`src/rtl/mmae_div.sv`:
```
// Iterative restoring divider for unsigned magnitudes, one quotient bit per cycle.
// Self-contained; instantiated by the executor top level.
module mmae_div #(
  parameter int unsigned WIDTH = 32
) (
  input  logic             clk,
  input  logic             rst,
  input  logic             start,
  input  logic [WIDTH-1:0] dividend,
  input  logic [WIDTH-1:0] divisor,
  output logic [WIDTH-1:0] quot,
  output logic [WIDTH-1:0] rem,
  output logic             busy
);

  localparam int unsigned CW = $clog2(WIDTH + 1);

  logic [CW-1:0]    count;
  logic [WIDTH-1:0] d;
  logic [WIDTH:0]   shifted;
  logic [WIDTH:0]   diff;

  assign shifted = {rem, quot[WIDTH-1]};
  assign diff    = shifted - {1'b0, d};
  assign busy    = (count != '0);

  always_ff @(posedge clk) begin
    if (rst) begin
      count <= '0;
    end else if (start) begin
      count <= CW'(WIDTH);
    end else if (busy) begin
      count <= count - CW'(1);
    end
  end

  always_ff @(posedge clk) begin
    if (start) begin
      d    <= divisor;
      quot <= dividend;
      rem  <= '0;
    end else if (busy) begin
      if (!diff[WIDTH]) begin
        rem  <= diff[WIDTH-1:0];
        quot <= {quot[WIDTH-2:0], 1'b1};
      end else begin
        rem  <= shifted[WIDTH-1:0];
        quot <= {quot[WIDTH-2:0], 1'b0};
      end
    end
  end

endmodule

```
`config.mk`:
```
export PLATFORM = sky130hd
export DESIGN_NAME = mmae_div
export DESIGN_NICKNAME = d
export VERILOG_FILES = /design/src/rtl/mmae_div.sv
export SDC_FILE = /design/constraint.sdc
export NUM_CORES = 1
export LEC_CHECK = 0
export BUFFER_PORTS_ARGS = -buffer_cell sky130_fd_sc_hd__buf_2
export CORE_MARGIN = 2
export CORE_UTILIZATION = 40
export DETAILED_ROUTE_END_ITERATION = 6
export GPL_ROUTABILITY_DRIVEN = 1
export PLACE_DENSITY = 0.72
export SYNTH_ARGS = -nofsm -noshare
export SYNTH_HDL_FRONTEND = slang
export SYNTH_SLANG_ARGS = --single-unit
```
`constraint.sdc`:
```
create_clock -name clk -period 4.1 [get_ports clk]
set_input_delay 0.82 -clock clk [delete_from_list [all_inputs] [get_ports clk]]
set_output_delay 0.82 -clock clk [all_outputs]
set_load 0.01 [all_outputs]
```
# Word-level counts from Yosys, hierarchy flattened

Index checks and enable logic that the tools add are counted.
W data, S select, Z words.

Reduce and logical (&&, ||, !) cells: 3
Mux-type cells: 6
$add $sub $neg: 2

Operators with widths:

| cell                  | count |
|---|---|
| $mux W32              | 3 |
| $sub A33 B32 Y33      | 1 |
| $mux W6               | 2 |
| $reduce_bool A6 Y1    | 1 |
| $sub A6 B1 Y6 const B | 1 |
| $reduce_bool A2 Y1    | 1 |
| $reduce_or A2 Y1      | 1 |
| $mux W1               | 1 |

Register bits after elaboration: 102
Input bits: 67

# Logic depth before layout (Yosys ltp)

Depth in word-level cells: 4
Depth in mapped cells: 14
Depth with buffers taken out: 12

# Worst setup path before layout

No wires, ideal clock.

Path type: flip-flop to flip-flop
Start point: reg quot[31]
End point: reg rem[25]
Clock period less this slack: 2.964 ns
Buffers on the path: 2
Stages on the path, launching flop included: 15
Path slack: 1.136 ns
Arrival: 2.873 ns
Required time: 4.009 ns
Cell sequence: edfxtp_1 -> inv_1 -> ha_1 -> fa_1 -> nand2b_1 -> a21oi_1 -> o211ai_2 -> nand3b_4 -> o211ai_4 -> a41oi_4 -> xnor2_1 -> buf_4 -> buf_4 -> nand2_1 -> a311oi_1

Longest elaborated chain between the ends: 2

Ends and longest elaborated chain:

| what                   | line | source |
|---|---|---|
| start, declared        | 11   | `output logic [WIDTH-1:0] quot,` |
| start signal, assigned | 40   | `quot <= dividend;` |
| start signal, assigned | 45   | `quot <= {quot[WIDTH-2:0], 1'b1};` |
| start signal, assigned | 48   | `quot <= {quot[WIDTH-2:0], 1'b0};` |
| $sub A33 B32 Y33       | 24   | `assign diff = shifted - {1'b0, d};` |
| $mux W32               | 43   | `if (!diff[WIDTH]) begin` |
| end signal, assigned   | 44   | `rem <= diff[WIDTH-1:0];` |
| end signal, assigned   | 47   | `rem <= shifted[WIDTH-1:0];` |
| end, declared          | 12   | `output logic [WIDTH-1:0] rem,` |

No other way between the ends.
A chain may end at the register's enable or synchronous reset.

# Worst setup path in the final report

Start point: reg quot[31]
End point: reg rem[2]

The elaborated chain is that of the path after synthesis.

==> flow_summary.yaml <==
critical_path:
  rrSetupSlack_ns: 0.59
  reg2reg_depth: 13
  crit_slowest_cell: "xnor2_2"
  reg2reg_to: "rem[2]"
  worst_setup_path_start_kind: "flop"
  crit_fanout: 22
  r2r_start: "quot[31]"
  critPathKind: "reg -> reg"
  slowest_delay_ns: 0.84
  cp-end-kind: "flop"
  critical_path_buf_inv_count: 2
  path_cells: "inv_1 -> ha_1 -> fa_1 -> nand2b_1 -> a21oi_1 -> o211ai_2 -> nand3b_4 -> o211ai_4 -> a41oi_4 -> xnor2_2 -> buf_4 -> nand2_1 -> a311oi_1"
  timing.critical_path.max_delay_family: "compound AO/OA/AOI/OAI gates"
  crit_start: "quot[31]"
  crit_required_ns: 4.35
  arrival_ns: 3.76
sta:
  rsz0062_at_grt: "false"
  worst_pin_slew_ns: 1.031
  slew_viol_final: 0
  max-slew-margin-rel_pct: 30.94
  hold_viol: 0
  period_minus_slack_ns: 3.509
  fmax_mhz: 285.0
  setup_viol: 0
  setup_tns_ns: 0
  finalCritPeriodShare_pct: 85.59
  fin_skew_ns: 0.009324
hold_path:
  whs_endpoint: "rem[7]"
  min_path_type: "reg -> reg"
  hold_start: "rem[6]"
  hold_depth: 2
power:
  power_mw: 5.132
  ir_worst_vdd_uv: 352.5
  p_leak_nw: 3.127
  cellPowerDensity_nw_per_um2: 720.8
synth:
  async_reset_ff_share_pct: 0
  syn-instance-count: 599
  ys_ff_latch: 102
  ys_warn_count: 0
  synth_edf_count: 64
  syn_avg_cell_area_um2: 10.06
  synth_cell_types: 70
  synthesis.area_um2: 6025
  synth-seq-area-share_pct: 44.53
  synth-main-ff-cell: "edfxtp_1"
  syn-num-nets: 700
floorplan:
  placementRows: 44
  core_area_um2: 14640
  io_pins: 132
  chipHeight_um: 126.7
  die-area_um2: 16060
  die_w_um: 126.7
  initial_core_util_pct: 41.14
run_status:
  outcome: "complete, no violations"
clocking:
  cts_sinks: 102
  ctsHoldBuffers: 0
  clockBufferDepth: 2
  h-tree-depth: 3
  cts_buffers: 9
  clkTransAtPathRegs_ns: 0.07
  clk_latency_ns: 0.35
  root_buffer: "clkbuf_16"
  tritoncts: "done"
  cts.repair.resized: 0
  postCtsSetupBuffers: 0
routing:
  wl_per_cell_um: 15.19
  vias_per_cell: 5.344
  drt-total-wl_um: 13840
  drt_iter0_markers: 357
  vias: 4868
  drc: 0
  postRouteAntennaNets: 0
  first_pass_iters: 5
place:
  port-buffer-count: 131
  gp_congestion: 0.8260
  place_hpwl_um: 10200
global_routing:
  first_global_vias: 4564
  track_usage_pct: 17.39
  gr-total-overflow: 0
  grt_pass1_wl_um: 22510
  grt_max_degree: 53
  antenna_found_initial: 0
final_layout:
  finalNetCount: 823
  drive_gt1_share_pct: 27.51
  diodes: 0
  syn2layout_area_growth_pct: 18.17
flow_run:
  drv_cap: 0
-- sequential cells by signal, summed over array words and instances (netlist names) --
name	count
quot	32
d	32
rem	32
count	6
-- routing by layer --
metal  global-route usage (%)  up-vias  part of all wire (%)  wire [µm]
met4                    4.783        0                   1.4        191
met5                        0        -                     0          0
met3                    4.218       16                   5.7        786
met2                    29.35      132                    48       6618
met1                    22.39     2272                    45       6240
li1                         -     2448                     -          -
-- layout by cell type (no fill, tap or decap), types with 14 or more instances in the layout --
cell type / n
xnor2_1: 14
ha_1: 33
nor2_1: 40
buf_2: 130
mux2_2: 32
a311oi_1: 19
o21ai_0: 20
dfxtp_1: 38
edfxtp_1: 64
nand2_1: 62
inv_1: 47
a21oi_1: 38
-- per-stage QoR --
step / setup slack (ns) / hold slack, ns / util (%) / cell area, µm² / instances
2_1_floorplan: 1.136 / 0.4867 / - / 6025 / 599
3_5_place_dp: 0.6331 / 0.5058 / 46.68 / 6837 / 895
5_1_grt: 0.2756 / 0.5333 / 48.62 / 7119 / 911
4_1_cts: 0.5439 / 0.5155 / 48.62 / 7119 / 911
6_report: 0.5910 / 0.5109 / 48.62 / 7119 / 911
3_3_place_gp: 0.7666 / 0.4937 / 46.68 / 6837 / 895
-- synth_stat cells, types with 7 or more instances --
| cell type | count | area share (%) |
|---|---|---|
| nor2_1 | 40 | 2.5 |
| nor3_1 | 11 | 0.91 |
| and3_1 | 7 | 0.73 |
| xnor2_1 | 15 | 2.2 |
| a21o_1 | 9 | 1.1 |
| a21oi_1 | 38 | 3.2 |
| edfxtp_1 | 64 | 32 |
| mux2i_1 | 7 | 1.2 |
| and2_1 | 7 | 0.73 |
| dfxtp_1 | 38 | 13 |
| nand3_1 | 12 | 1.0 |
| nand2_1 | 62 | 3.9 |
| clkbuf_1 | 15 | 0.93 |
| xor2_1 | 12 | 1.7 |
| a311oi_1 | 19 | 2.8 |
| mux2_2 | 32 | 6.0 |
| ha_1 | 33 | 6.9 |
| o21ai_0 | 20 | 1.7 |
| nand2b_1 | 9 | 0.93 |
| inv_1 | 47 | 2.9 |
-- cell families (layout without fill, tap and decap cells) --
kind of cell               count (synthesis)  in the layout  synth area share [%]
buffers and inverters                     75            203                 5.317
AOI/OAI and AO/OA                        149            149                 17.63
and+or+nand+nor                          171            171                 13.62
adders and majority gates                 34             34                 7.186
xor gates and xnor gates                  28             28                 4.382
muxes                                     40             40                 7.331
DFF                                      102            102                 44.53
-- cell type report --
type	instances	area, µm²
clock buffer	10	229.0
clock inverter	6	53.80
fill	1398	7525
inverter	49	183.9
multi-input combinational	422	3029
sequential	102	2683
tap	184	230.2
timing repair buffer	138	710.7
-- power breakdown --
| group | internal [mW] | total [mW] | switching (mW) |
|---|---|---|---|
| Clock | 0.423 | 0.828 | 0.405 |
| Sequential | 1.40 | 1.65 | 0.247 |
| Combinational | 1.10 | 2.65 | 1.56 |
| Total | 2.92 | 5.13 | 2.21 |
-- worst reg2reg max path, delay by kind of cell, from the launching register on --
kind / cells / cell delay, ns
XOR/XNOR: 1 / 0.84
AND/OR/NAND/NOR: 3 / 0.35
AO/OA/AOI/OAI: 5 / 1.03
flip-flops: 1 / 0.40
adder cells (fa/ha/maj): 2 / 0.37
buffers and inverters: 2 / 0.41
-- worst max-delay path by stage --
stage	end	depth (start not counted)
6_report	rem[2]	13
5_1_grt	rem[7]	13
4_1_cts	rem[2]	13
3_5_place_dp	rem[2]	13
3_3_place_gp	rem[11]	13
2_1_floorplan	rem[25]	14
No activity file was read; power rests on OpenSTA's default activity.
